**src/sv/three_axis_pidf_rate_controller_macros.svh**
```systemverilog
// Assertion helpers for the controller top level.
// Both expect signals named clk and rst_n in the enclosing module.
`ifndef THREE_AXIS_PIDF_RATE_CONTROLLER_MACROS_SVH
`define THREE_AXIS_PIDF_RATE_CONTROLLER_MACROS_SVH

// cond must hold at every clock edge outside reset
`define PRC_ASSERT_NOW(lbl, cond, msg) \
    lbl: assert property (@(posedge clk) disable iff (!rst_n) (cond)) else $error(msg);

// cons must hold in the cycle after ante
`define PRC_ASSERT_NEXT(lbl, ante, cons, msg) \
    lbl: assert property (@(posedge clk) disable iff (!rst_n) (ante) |=> (cons)) else $error(msg);

`endif

```
**src/sv/prc_pkg.sv**
```systemverilog
package prc_pkg;

    localparam int AXES     = 3;
    localparam int AXIS_W   = 2;
    localparam int GAIN_W   = 16;
    localparam int RATE_W   = 16;
    localparam int OPA_W    = 34;
    localparam int OPB_W    = 18;
    localparam int PROD_W   = OPA_W + OPB_W;
    localparam int ACC_W    = 40;
    localparam int DRIVE_W  = 32;
    localparam int FRAC_DT  = 16;
    localparam int ROUND_DT = 32768;
    localparam int CFG_IDX_W = 2;
    localparam int CFG_DATA_W = 64;

    // Kf = 1.0 in Q4.12, other gains zero
    localparam logic [CFG_DATA_W-1:0] GAIN_RESET = 64'h1000_0000_0000_0000;

    localparam logic signed [DRIVE_W-1:0] SAT_MAX = 32'sh7FFF_FFFF;
    localparam logic signed [DRIVE_W-1:0] SAT_MIN = 32'sh8000_0000;

    typedef enum logic [CFG_IDX_W-1:0] {
        REG_ROLL  = 2'd0,
        REG_PITCH = 2'd1,
        REG_YAW   = 2'd2
    } reg_index_t;

    // multiplier operations, in issue order for one axis
    typedef enum logic [2:0] {
        OP_D1 = 3'd0,   // Kd * (previous rate - rate)
        OP_D2 = 3'd1,   // previous product * dt
        OP_F1 = 3'd2,   // Kf * (target - previous target)
        OP_F2 = 3'd3,   // previous product * dt
        OP_P  = 3'd4,   // Kp * error
        OP_I  = 3'd5    // Ki * error
    } op_t;

    typedef struct packed {
        logic              valid;
        op_t               op;
        logic [AXIS_W-1:0] axis;
    } mul_ctrl_t;

    typedef struct packed {
        logic signed [RATE_W-1:0] roll_target;
        logic signed [RATE_W-1:0] pitch_target;
        logic signed [RATE_W-1:0] yaw_target;
        logic signed [RATE_W-1:0] roll_rate;
        logic signed [RATE_W-1:0] pitch_rate;
        logic signed [RATE_W-1:0] yaw_rate;
        logic [15:0]              throttle_in;
        logic [15:0]              tick_length;
    } in_item_t;

    typedef struct packed {
        logic signed [DRIVE_W-1:0] roll_drive;
        logic signed [DRIVE_W-1:0] pitch_drive;
        logic signed [DRIVE_W-1:0] yaw_drive;
        logic [15:0]               throttle_out;
    } out_item_t;

    function automatic logic signed [DRIVE_W-1:0] sat32(input logic signed [ACC_W-1:0] v);
        logic signed [DRIVE_W-1:0] r;
        if (v > ACC_W'(SAT_MAX)) begin
            r = SAT_MAX;
        end else if (v < ACC_W'(SAT_MIN)) begin
            r = SAT_MIN;
        end else begin
            r = DRIVE_W'(v);
        end
        return r;
    endfunction

    // Q.28 -> Q.12, round half up
    function automatic logic signed [ACC_W-1:0] round_dt(input logic signed [PROD_W-1:0] v);
        logic signed [PROD_W:0] s;
        logic signed [PROD_W:0] q;
        s = (PROD_W+1)'(v) + (PROD_W+1)'(ROUND_DT);
        q = s >>> FRAC_DT;
        return ACC_W'(q);
    endfunction

endpackage

```
**src/sv/prc_stream_if.sv**
```systemverilog
interface prc_stream_if #(
    parameter type item_t = logic
);
    logic  valid;
    logic  ready;
    item_t data;

    modport source (output valid, output data, input ready);
    modport sink (input valid, input data, output ready);
endinterface

```
**src/sv/prc_cfg_if.sv**
```systemverilog
interface prc_cfg_if;
    logic                             valid;
    logic                             ready;
    logic [prc_pkg::CFG_IDX_W-1:0]    index;
    logic [prc_pkg::CFG_DATA_W-1:0]   data;

    modport source (output valid, output index, output data, input ready);
    modport sink (input valid, input index, input data, output ready);
endinterface

```
**src/sv/prc_mul.sv**
```systemverilog
module prc_mul (
    input  logic                               clk,
    input  logic                               rst_n,
    input  prc_pkg::mul_ctrl_t                 ctrl,
    input  logic signed [prc_pkg::OPA_W-1:0]   a,
    input  logic signed [prc_pkg::OPB_W-1:0]   b,
    output prc_pkg::mul_ctrl_t                 tag,
    output logic signed [prc_pkg::PROD_W-1:0]  prod
);
    import prc_pkg::*;

    mul_ctrl_t                 tag_reg;
    logic signed [PROD_W-1:0]  prod_reg;

    always_ff @(posedge clk or negedge rst_n)
    begin
        if (!rst_n)
        begin
            tag_reg <= '0;
        end
        else
        begin
            tag_reg <= ctrl;
        end
    end

    always_ff @(posedge clk)
    begin
        if (ctrl.valid)
        begin
            prod_reg <= a * b;
        end
    end

    assign tag  = tag_reg;
    assign prod = prod_reg;

endmodule

```
**src/sv/prc_seq.sv**
```systemverilog
module prc_seq (
    input  logic               clk,
    input  logic               rst_n,
    input  logic               start,
    output prc_pkg::mul_ctrl_t issue,
    output logic               idle
);
    import prc_pkg::*;

    typedef enum logic [2:0] {
        S_IDLE  = 3'b001,
        S_RUN   = 3'b010,
        S_DRAIN = 3'b100
    } seq_state_t;

    seq_state_t        state_reg, state_next;
    op_t               op_reg, op_next;
    logic [AXIS_W-1:0] axis_reg, axis_next;
    logic              drain_reg, drain_next;

    always_ff @(posedge clk or negedge rst_n)
    begin
        if (!rst_n)
        begin
            state_reg <= S_IDLE;
            op_reg    <= OP_D1;
            axis_reg  <= '0;
            drain_reg <= 1'b0;
        end
        else
        begin
            state_reg <= state_next;
            op_reg    <= op_next;
            axis_reg  <= axis_next;
            drain_reg <= drain_next;
        end
    end

    always_comb
    begin
        state_next = state_reg;
        op_next    = op_reg;
        axis_next  = axis_reg;
        drain_next = drain_reg;
        issue      = '0;
        unique case (state_reg)
            S_IDLE:
            begin
                if (start)
                begin
                    state_next = S_RUN;
                    op_next    = OP_D1;
                    axis_next  = '0;
                end
            end
            S_RUN:
            begin
                issue.valid = 1'b1;
                issue.op    = op_reg;
                issue.axis  = axis_reg;
                unique case (op_reg)
                    OP_D1: op_next = OP_D2;
                    OP_D2: op_next = OP_F1;
                    OP_F1: op_next = OP_F2;
                    OP_F2: op_next = OP_P;
                    OP_P:  op_next = OP_I;
                    OP_I:
                    begin
                        op_next = OP_D1;
                        if (axis_reg == AXIS_W'(AXES - 1))
                        begin
                            state_next = S_DRAIN;
                            drain_next = 1'b0;
                        end
                        else
                        begin
                            axis_next = axis_reg + 1'b1;
                        end
                    end
                    default: op_next = OP_D1;
                endcase
            end
            S_DRAIN:
            begin
                // wait out the last integrator update, then the last sum
                if (drain_reg)
                begin
                    state_next = S_IDLE;
                end
                else
                begin
                    drain_next = 1'b1;
                end
            end
            default: state_next = S_IDLE;
        endcase
    end

    assign idle = (state_reg == S_IDLE);

endmodule

```
**src/sv/prc_accum.sv**
```systemverilog
module prc_accum (
    input  logic                               clk,
    input  logic                               rst_n,
    input  prc_pkg::mul_ctrl_t                 tag,
    input  logic signed [prc_pkg::PROD_W-1:0]  prod,
    output logic signed [prc_pkg::DRIVE_W-1:0] drive [prc_pkg::AXES],
    output logic                               fin_last
);
    import prc_pkg::*;

    logic signed [ACC_W-1:0]   acc_reg, acc_next;
    logic signed [DRIVE_W-1:0] integ_reg [AXES];
    logic signed [DRIVE_W-1:0] integ_next;
    logic signed [DRIVE_W-1:0] integ_new_reg;
    logic signed [DRIVE_W-1:0] drive_reg [AXES];
    logic                      fin_valid_reg;
    logic [AXIS_W-1:0]         fin_axis_reg;
    logic signed [ACC_W-1:0]   integ_sum;
    logic signed [ACC_W-1:0]   drive_sum;
    logic                      integ_we;

    always_comb
    begin
        acc_next = acc_reg;
        if (tag.valid)
        begin
            case (tag.op) inside
                OP_D2:        acc_next = round_dt(prod);
                OP_F2:        acc_next = acc_reg + round_dt(prod);
                OP_P:         acc_next = acc_reg + ACC_W'(prod);
                OP_D1, OP_F1, OP_I: acc_next = acc_reg;
                default:      acc_next = acc_reg;
            endcase
        end
    end

    assign integ_we   = tag.valid && (tag.op == OP_I);
    assign integ_sum  = ACC_W'(integ_reg[tag.axis]) + ACC_W'(prod);
    assign integ_next = sat32(integ_sum);
    assign drive_sum  = acc_reg + ACC_W'(integ_new_reg);

    always_ff @(posedge clk or negedge rst_n)
    begin
        if (!rst_n)
        begin
            for (int i = 0; i < AXES; i++)
            begin
                integ_reg[i] <= '0;
            end
            fin_valid_reg <= 1'b0;
            fin_axis_reg  <= '0;
        end
        else
        begin
            if (integ_we)
            begin
                integ_reg[tag.axis] <= integ_next;
            end
            fin_valid_reg <= integ_we;
            fin_axis_reg  <= tag.axis;
        end
    end

    always_ff @(posedge clk)
    begin
        acc_reg <= acc_next;
        if (integ_we)
        begin
            integ_new_reg <= integ_next;
        end
        if (fin_valid_reg)
        begin
            drive_reg[fin_axis_reg] <= sat32(drive_sum);
        end
    end

    assign drive    = drive_reg;
    assign fin_last = fin_valid_reg && (fin_axis_reg == AXIS_W'(AXES - 1));

endmodule

```
**src/sv/three_axis_pidf_rate_controller.sv**
```systemverilog
// Channel  | Dir | Handshake           | Item
// ---------+-----+---------------------+-----------------------------------------
// tick     | in  | tick.valid/ready    | targets, gyro rates, throttle, dt
// result   | out | result.valid/ready  | roll/pitch/yaw drive, throttle copy
// cfg      | in  | cfg.valid/ready     | gain register index and 64-bit value
//
// Each accepted tick runs 18 multiplies (six per axis) on one shared 34x18
// multiplier; the last axis is then finished and the result loaded into the
// output register, where result valid and tick ready rise together.
// rst_n (async, low) clears gains to Kf = 1.0, integrators and history.
// A held result lets the next item run; ready then stays low until the
// output register frees up. cfg is always ready.
`include "three_axis_pidf_rate_controller_macros.svh"

module three_axis_pidf_rate_controller (
    input  logic          clk,
    input  logic          rst_n,
    prc_stream_if.sink    tick,
    prc_stream_if.source  result,
    prc_cfg_if.sink       cfg
);
    import prc_pkg::*;

    // configuration: one 64-bit gain word per axis
    logic [CFG_DATA_W-1:0]     gains_reg [AXES];

    // item held for the whole run
    logic signed [RATE_W-1:0]  target_reg [AXES];
    logic signed [RATE_W-1:0]  rate_reg [AXES];
    logic [15:0]               thr_reg;
    logic [15:0]               dt_reg;

    // history from the previous tick
    logic signed [RATE_W-1:0]  prev_rate_reg [AXES];
    logic signed [RATE_W-1:0]  prev_target_reg [AXES];

    // output side
    logic                      res_pending_reg;
    logic                      out_valid_reg;
    out_item_t                 out_data_reg;
    logic                      load_out;

    logic                      accept;
    logic                      seq_idle;
    mul_ctrl_t                 issue;
    mul_ctrl_t                 mul_tag;
    logic signed [PROD_W-1:0]  mul_prod;
    logic signed [OPA_W-1:0]   op_a;
    logic signed [OPB_W-1:0]   op_b;
    logic signed [DRIVE_W-1:0] drive [AXES];
    logic                      fin_last;

    // operand fields for the axis being issued
    logic [CFG_DATA_W-1:0]     g;
    logic signed [GAIN_W-1:0]  kp, ki, kd, kf;
    logic signed [OPB_W-1:0]   err_b, pv_b, sp_b, dt_b;

    assign accept     = tick.valid && tick.ready;
    assign tick.ready = seq_idle && !res_pending_reg;
    assign cfg.ready  = 1'b1;

    // ---------------------------------------------------------------
    // gain registers
    // ---------------------------------------------------------------
    always_ff @(posedge clk or negedge rst_n)
    begin
        if (!rst_n)
        begin
            for (int i = 0; i < AXES; i++)
            begin
                gains_reg[i] <= GAIN_RESET;
            end
        end
        else if (cfg.valid)
        begin
            unique case (cfg.index)
                REG_ROLL:  gains_reg[0] <= cfg.data;
                REG_PITCH: gains_reg[1] <= cfg.data;
                REG_YAW:   gains_reg[2] <= cfg.data;
                default:   ;    // writes past the last register are dropped
            endcase
        end
    end

    // ---------------------------------------------------------------
    // item capture
    // ---------------------------------------------------------------
    always_ff @(posedge clk)
    begin
        if (accept)
        begin
            target_reg[0] <= tick.data.roll_target;
            target_reg[1] <= tick.data.pitch_target;
            target_reg[2] <= tick.data.yaw_target;
            rate_reg[0]   <= tick.data.roll_rate;
            rate_reg[1]   <= tick.data.pitch_rate;
            rate_reg[2]   <= tick.data.yaw_rate;
            thr_reg       <= tick.data.throttle_in;
            dt_reg        <= tick.data.tick_length;
        end
    end

    // history is committed when the last axis sum completes, so every
    // multiply of this tick has already seen the old values
    always_ff @(posedge clk or negedge rst_n)
    begin
        if (!rst_n)
        begin
            for (int i = 0; i < AXES; i++)
            begin
                prev_rate_reg[i]   <= '0;
                prev_target_reg[i] <= '0;
            end
        end
        else if (fin_last)
        begin
            for (int i = 0; i < AXES; i++)
            begin
                prev_rate_reg[i]   <= rate_reg[i];
                prev_target_reg[i] <= target_reg[i];
            end
        end
    end

    // ---------------------------------------------------------------
    // sequencer and shared multiplier
    // ---------------------------------------------------------------
    prc_seq u_seq (
        .clk   (clk),
        .rst_n (rst_n),
        .start (accept),
        .issue (issue),
        .idle  (seq_idle)
    );

    assign g     = gains_reg[issue.axis];
    assign kp    = g[GAIN_W-1:0];
    assign ki    = g[2*GAIN_W-1:GAIN_W];
    assign kd    = g[3*GAIN_W-1:2*GAIN_W];
    assign kf    = g[4*GAIN_W-1:3*GAIN_W];
    assign err_b = OPB_W'(target_reg[issue.axis]) - OPB_W'(rate_reg[issue.axis]);
    assign pv_b  = OPB_W'(prev_rate_reg[issue.axis]) - OPB_W'(rate_reg[issue.axis]);
    assign sp_b  = OPB_W'(target_reg[issue.axis]) - OPB_W'(prev_target_reg[issue.axis]);
    assign dt_b  = signed'(OPB_W'(dt_reg));

    // D2 and F2 chain on the product of the step right before them
    always_comb
    begin
        op_a = '0;
        op_b = '0;
        unique case (issue.op) inside
            OP_D1:
            begin
                op_a = OPA_W'(kd);
                op_b = pv_b;
            end
            OP_F1:
            begin
                op_a = OPA_W'(kf);
                op_b = sp_b;
            end
            OP_D2, OP_F2:
            begin
                op_a = OPA_W'(mul_prod);
                op_b = dt_b;
            end
            OP_P:
            begin
                op_a = OPA_W'(kp);
                op_b = err_b;
            end
            OP_I:
            begin
                op_a = OPA_W'(ki);
                op_b = err_b;
            end
            default:
            begin
                op_a = '0;
                op_b = '0;
            end
        endcase
    end

    prc_mul u_mul (
        .clk   (clk),
        .rst_n (rst_n),
        .ctrl  (issue),
        .a     (op_a),
        .b     (op_b),
        .tag   (mul_tag),
        .prod  (mul_prod)
    );

    // accumulates D, F, P into one sum, updates the integrator, saturates
    prc_accum u_accum (
        .clk      (clk),
        .rst_n    (rst_n),
        .tag      (mul_tag),
        .prod     (mul_prod),
        .drive    (drive),
        .fin_last (fin_last)
    );

    // ---------------------------------------------------------------
    // output register: a finished result waits here; the next one waits in the datapath
    // ---------------------------------------------------------------
    assign load_out = res_pending_reg && (!out_valid_reg || result.ready);

    always_ff @(posedge clk or negedge rst_n)
    begin
        if (!rst_n)
        begin
            res_pending_reg <= 1'b0;
            out_valid_reg   <= 1'b0;
        end
        else
        begin
            if (fin_last)
            begin
                res_pending_reg <= 1'b1;
            end
            else if (load_out)
            begin
                res_pending_reg <= 1'b0;
            end

            if (load_out)
            begin
                out_valid_reg <= 1'b1;
            end
            else if (result.ready)
            begin
                out_valid_reg <= 1'b0;
            end
        end
    end

    always_ff @(posedge clk)
    begin
        if (load_out)
        begin
            out_data_reg.roll_drive   <= drive[0];
            out_data_reg.pitch_drive  <= drive[1];
            out_data_reg.yaw_drive    <= drive[2];
            out_data_reg.throttle_out <= thr_reg;
        end
    end

    assign result.valid = out_valid_reg;
    assign result.data  = out_data_reg;

    // ---------------------------------------------------------------
    // checks
    // ---------------------------------------------------------------
    `PRC_ASSERT_NEXT(a_busy_after_accept, accept, !tick.ready, "item accepted while busy")
    `PRC_ASSERT_NOW(a_no_issue_pending, !(issue.valid && res_pending_reg), "issue with result held")
    `PRC_ASSERT_NEXT(a_fin_sets_pending, fin_last, res_pending_reg, "last sum not held")
    `PRC_ASSERT_NOW(a_fin_after_drain, !(fin_last && mul_tag.valid), "last sum overlaps a product")

endmodule

```
**src/flat_wrapper.sv**
```systemverilog
// flat-port wrapper written by rule: the top's interface ports become plain ports
module three_axis_pidf_rate_controller_flat import prc_pkg::*;
  (clk, rst_n, tick_valid, tick_data, tick_ready, result_valid, result_data, result_ready, cfg_valid, cfg_index, cfg_data, cfg_ready);
  prc_stream_if #(.item_t(in_item_t)) tick_i ();
  prc_stream_if #(.item_t(out_item_t)) result_i ();
  prc_cfg_if cfg_i ();
  input  logic clk;
  input  logic rst_n;
  input wire logic [$bits(tick_i.valid)-1:0] tick_valid;
  input wire logic [$bits(tick_i.data)-1:0] tick_data;
  output wire logic [$bits(tick_i.ready)-1:0] tick_ready;
  output wire logic [$bits(result_i.valid)-1:0] result_valid;
  output wire logic [$bits(result_i.data)-1:0] result_data;
  input wire logic [$bits(result_i.ready)-1:0] result_ready;
  input wire logic [$bits(cfg_i.valid)-1:0] cfg_valid;
  input wire logic [$bits(cfg_i.index)-1:0] cfg_index;
  input wire logic [$bits(cfg_i.data)-1:0] cfg_data;
  output wire logic [$bits(cfg_i.ready)-1:0] cfg_ready;
  assign tick_i.valid = tick_valid;
  assign tick_i.data = tick_data;
  assign tick_ready = tick_i.ready;
  assign result_valid = result_i.valid;
  assign result_data = result_i.data;
  assign result_i.ready = result_ready;
  assign cfg_i.valid = cfg_valid;
  assign cfg_i.index = cfg_index;
  assign cfg_i.data = cfg_data;
  assign cfg_ready = cfg_i.ready;
  three_axis_pidf_rate_controller u_core (.clk(clk), .rst_n(rst_n), .tick(tick_i), .result(result_i), .cfg(cfg_i));
endmodule
```
**config.mk**
```make
export PLATFORM = sky130hd
export DESIGN_NAME = three_axis_pidf_rate_controller_flat
export DESIGN_NICKNAME = d
export VERILOG_FILES = /design/src/sv/prc_pkg.sv /design/src/sv/prc_stream_if.sv /design/src/sv/prc_cfg_if.sv /design/src/sv/prc_mul.sv /design/src/sv/prc_seq.sv /design/src/sv/prc_accum.sv /design/src/sv/three_axis_pidf_rate_controller.sv /design/src/flat_wrapper.sv
export VERILOG_INCLUDE_DIRS = /design/src /design/src/sv
export SDC_FILE = /design/constraint.sdc
export NUM_CORES = 2
export LEC_CHECK = 0
export ABC_AREA = 1
export BUFFER_PORTS_ARGS = -buffer_cell sky130_fd_sc_hd__buf_2
export CORE_MARGIN = 3
export CORE_UTILIZATION = 55
export CTS_BUF_LIST = sky130_fd_sc_hd__clkbuf_8
export DETAILED_ROUTE_END_ITERATION = 8
export GPL_ROUTABILITY_DRIVEN = 0
export GPL_TIMING_DRIVEN = 0
export PLACE_DENSITY = 0.73
export RECOVER_POWER = 25
export SLEW_MARGIN = 20
export SYNTH_ARGS = -nofsm -noshare
export SYNTH_HDL_FRONTEND = slang
export SYNTH_SLANG_ARGS = --single-unit
```
**constraint.sdc**
```tcl
create_clock -name clk -period 14.97 [get_ports clk]
set_input_delay 2.2455 -clock clk [delete_from_list [all_inputs] [get_ports clk]]
set_output_delay 2.2455 -clock clk [all_outputs]
set_load 0.02 [all_outputs]
```
==> impl_metrics.env <==
export IMPL_status="finished, violations left"
export IMPL_violations="design-rule violations, max-capacitance violations, max-slew violations"
export IMPL_fin_cells=9944
export IMPL_rows=125
export IMPL_critPathArrivalTime_ns=13.46
export IMPL_cts_hold_fix_buffers=0
export IMPL_fp_dieH_um=350.7
export IMPL_cts_repair_resized=0
export IMPL_path_buf_inv=13
export IMPL_core_area_um2=117000
export IMPL_via_per_inst=5.677
export IMPL_grt_pass1_wl_um=308300
export IMPL_skew_ns=0.09312
export IMPL_crit_slowest_cell="clkbuf_1"
export IMPL_synth_adder_area_share_pct=23.37
export IMPL_synth_seq_area_share_pct=36.61
export IMPL_place_inst=9681
export IMPL_grt_pass1_vias=55650
export IMPL_syn_instance_count=7818
export IMPL_area_growth_pct=10.17
export IMPL_clkTransAtPathRegs_ns=0.06
export IMPL_largest_register_ff_count=192
export IMPL_cts_tree="yes"
export IMPL_yosys_area_share_simple_pct=19.77
export IMPL_drive_above_1_share_pct=7.021
export IMPL_max_freq_mhz=77.92
export IMPL_postLayoutSetupSlackWorst_ns=2.136
export IMPL_fin_nets=9368
export IMPL_drtIter0Drc=6144
export IMPL_pin_count=314
export IMPL_syn_nets=8883
export IMPL_slowest_delay_ns=0.62
export IMPL_cts_buffers=144
export IMPL_syn_avg_cell_area_um2=8.359
export IMPL_synth_area_um2=65350
export IMPL_dr_pass1_iters=9
export IMPL_grt_max_degree=101
export IMPL_crit_required_ns=15.60
export IMPL_portBuffers=312
export IMPL_layout_commonest_cell="nand2_1"
export IMPL_final_cell_mix="nand2_1, inv_1, fa_1"
export IMPL_clk_latency_ns=0.93
export IMPL_synth_edf_count=460
export IMPL_die_w_um=350.7
export IMPL_vias=56450
export IMPL_wl_per_cell_um=19.95
export IMPL_crit_path_start_kind="flip-flop"
export IMPL_worst_pin_slew_ns=3.075
export IMPL_critPathKind="flip-flop to flip-flop"
export IMPL_post_route_min_period_ns=12.83
export IMPL_path_delay_family="adder cells"
export IMPL_async_flop_share_pct=46.76
export IMPL_rsz0062_at_grt="no"
export IMPL_synth_top_family_by_area="adder cells"
export IMPL_setup_viol=0
export IMPL_clock_path_buffers=3
export IMPL_antenna_found_initial=3
export IMPL_dp_worst_setup_slack_ns=2.717
export IMPL_hold_viol=0
export IMPL_cp_max_fo=12
export IMPL_postCtsSetupRepairBufs=0
export IMPL_drt_total_wl_um=198400
export IMPL_fill_cells=10170
export IMPL_antenna_left=0
export IMPL_route_detailed_drc=1
export IMPL_die_area_um2=123000
export IMPL_maxSlewHeadroom_pct=-105.0
export IMPL_yosys_warnings=0
export IMPL_hp_class="flip-flop to flip-flop"
export IMPL_start_util_pct=55.86
export IMPL_place_hpwl_um=158600
export IMPL_root_buffer="clkbuf_8"
export IMPL_grt_overflow_total=0
export IMPL_cts_sink_count=864
export IMPL_synth_compound_area_share_pct=9.284
export IMPL_tns_ns=0
export IMPL_yosys_register_bits=864
export IMPL_final_seq_area_um2=23930
export IMPL_multi_input_area_um2=35610
export IMPL_cp_common_cell="nand2_1"
export IMPL_grt_usage_pct=32.56
export IMPL_drv_slew=102
export IMPL_netlist_cell_type_count=56
export IMPL_h_tree_depth=4
export IMPL_cap_viol_max_count=2
export IMPL_synthXorXnorAreaFrac_pct=1.997
export IMPL_synthMuxAreaShare_pct=0.01532
export IMPL_worstSetupEndpointType="flip-flop"
export IMPL_synth_main_ff_cell="edfxtp_1"
export IMPL_finalCritPeriodShare_pct=85.73
[logic make-up (layout without fill, tap and decap cells)]
| group | count (synthesis) | count (layout) |
|---|---|---|
| AND/OR/NAND/NOR | 3271 | 3271 |
| buffers and inverters | 1545 | 2145 |
| AO/OA/AOI/OAI | 1121 | 1121 |
| adder cells (fa/ha/maj) | 866 | 866 |
| flip-flops | 864 | 864 |
| XOR/XNOR | 149 | 149 |
| other | 1 | 3 |
| multiplexers | 1 | 1 |
[layer usage]
layer  GRT usage (%)  vias to the layer above  wire (um)
met5               0                        -         13
met2           51.04                     3122      88870
met4           16.81                        2      11430
met3           7.636                      632      21800
met1           42.46                    27100      76250
li1                -                    25600          -
[synth_stat cells (all sizes together), types with 2 or more instances]
cell / n / area (um^2)
nand3b: 5 / 37.54
o22ai: 16 / 100.1
nor2: 509 / 1921
and3: 11 / 68.82
a211oi: 5 / 50.05
a2111oi: 15 / 131.4
o211ai: 24 / 180.2
a31oi: 48 / 300.3
nor3b: 2 / 15.01
nand4: 37 / 231.5
ha: 275 / 3441
o221ai: 5 / 43.79
xor2: 85 / 744.5
dfstp: 4 / 105.1
fa: 591 / 11830
a31o: 5 / 43.79
nor3: 48 / 240.2
inv: 1258 / 4722
dfrtp: 400 / 10010
xnor2: 64 / 560.5
a21boi: 5 / 37.54
o21bai: 12 / 90.09
o21a: 20 / 150.1
buf: 59 / 269.0
edfxtp: 460 / 13810
clkbuf: 224 / 840.8
nor4: 17 / 106.4
nand3: 246 / 1231
a21oi: 325 / 1627
clkinv: 4 / 15.01
a22o: 2 / 17.52
a21o: 25 / 187.7
or2: 23 / 143.9
nand2: 2368 / 8889
o21ai: 604 / 3023
a311oi: 2 / 17.52
and2: 4 / 25.03
[worst paths after layout]
check                                                 startpoint                                       end  slack [ns]  cells after the start
max                        u_core.u_seq.state_reg[0]$_DFFE_PN1P_           u_core.u_mul.prod[51]$_DFFE_PN_        2.14                     44
min in group asynchronous                                  rst_n      u_core.prev_rate_reg[45]$_DFFE_PN0P_        2.40                      1
max in group asynchronous                                  rst_n  u_core.u_accum.integ_reg[59]$_DFFE_PN0P_       10.16                      4
min                                  u_core.thr_reg[1]$_DFFE_PP_           u_core.result.data[1]$_DFFE_PP_        0.36                      0
min reg2reg                          u_core.thr_reg[1]$_DFFE_PP_           u_core.result.data[1]$_DFFE_PP_        0.36                      0
max reg2reg                u_core.u_seq.state_reg[0]$_DFFE_PN1P_           u_core.u_mul.prod[51]$_DFFE_PN_        2.14                     44
[cell type report]
cell class,count,area share [%]
inverter,1262,6.588
multi-input combinational,5409,49.46
sequential,864,33.24
clock inverter,106,0.9281
timing repair buffer,339,2.629
buffer,283,1.542
antenna,2,0.006952
tap,1524,2.649
clock buffer,155,2.963
[worst reg2reg max path: cells and delay by family, from the launching register on]
family / cells / cell delay [ns]
compound gates: 9 / 2.26
xor+xnor: 1 / 0.18
fa+ha+maj: 8 / 3.69
buf+inv: 13 / 3.56
flops: 1 / 0.53
simple gates: 13 / 2.37
[per-stage QoR]
stage	hold WS, ns	util [%]	area [um^2]
2_1_floorplan	0.3744	-	65350
3_3_place_gp	0.4007	58.83	68820
3_5_place_dp	0.4045	59.26	69330
4_1_cts	0.3758	61.66	72130
5_1_grt	0.3835	61.54	71990
6_report	0.3639	61.54	71990
Power is not shown: default switching activity piles up to over one toggle a cycle in this logic, so the estimate is an artifact.
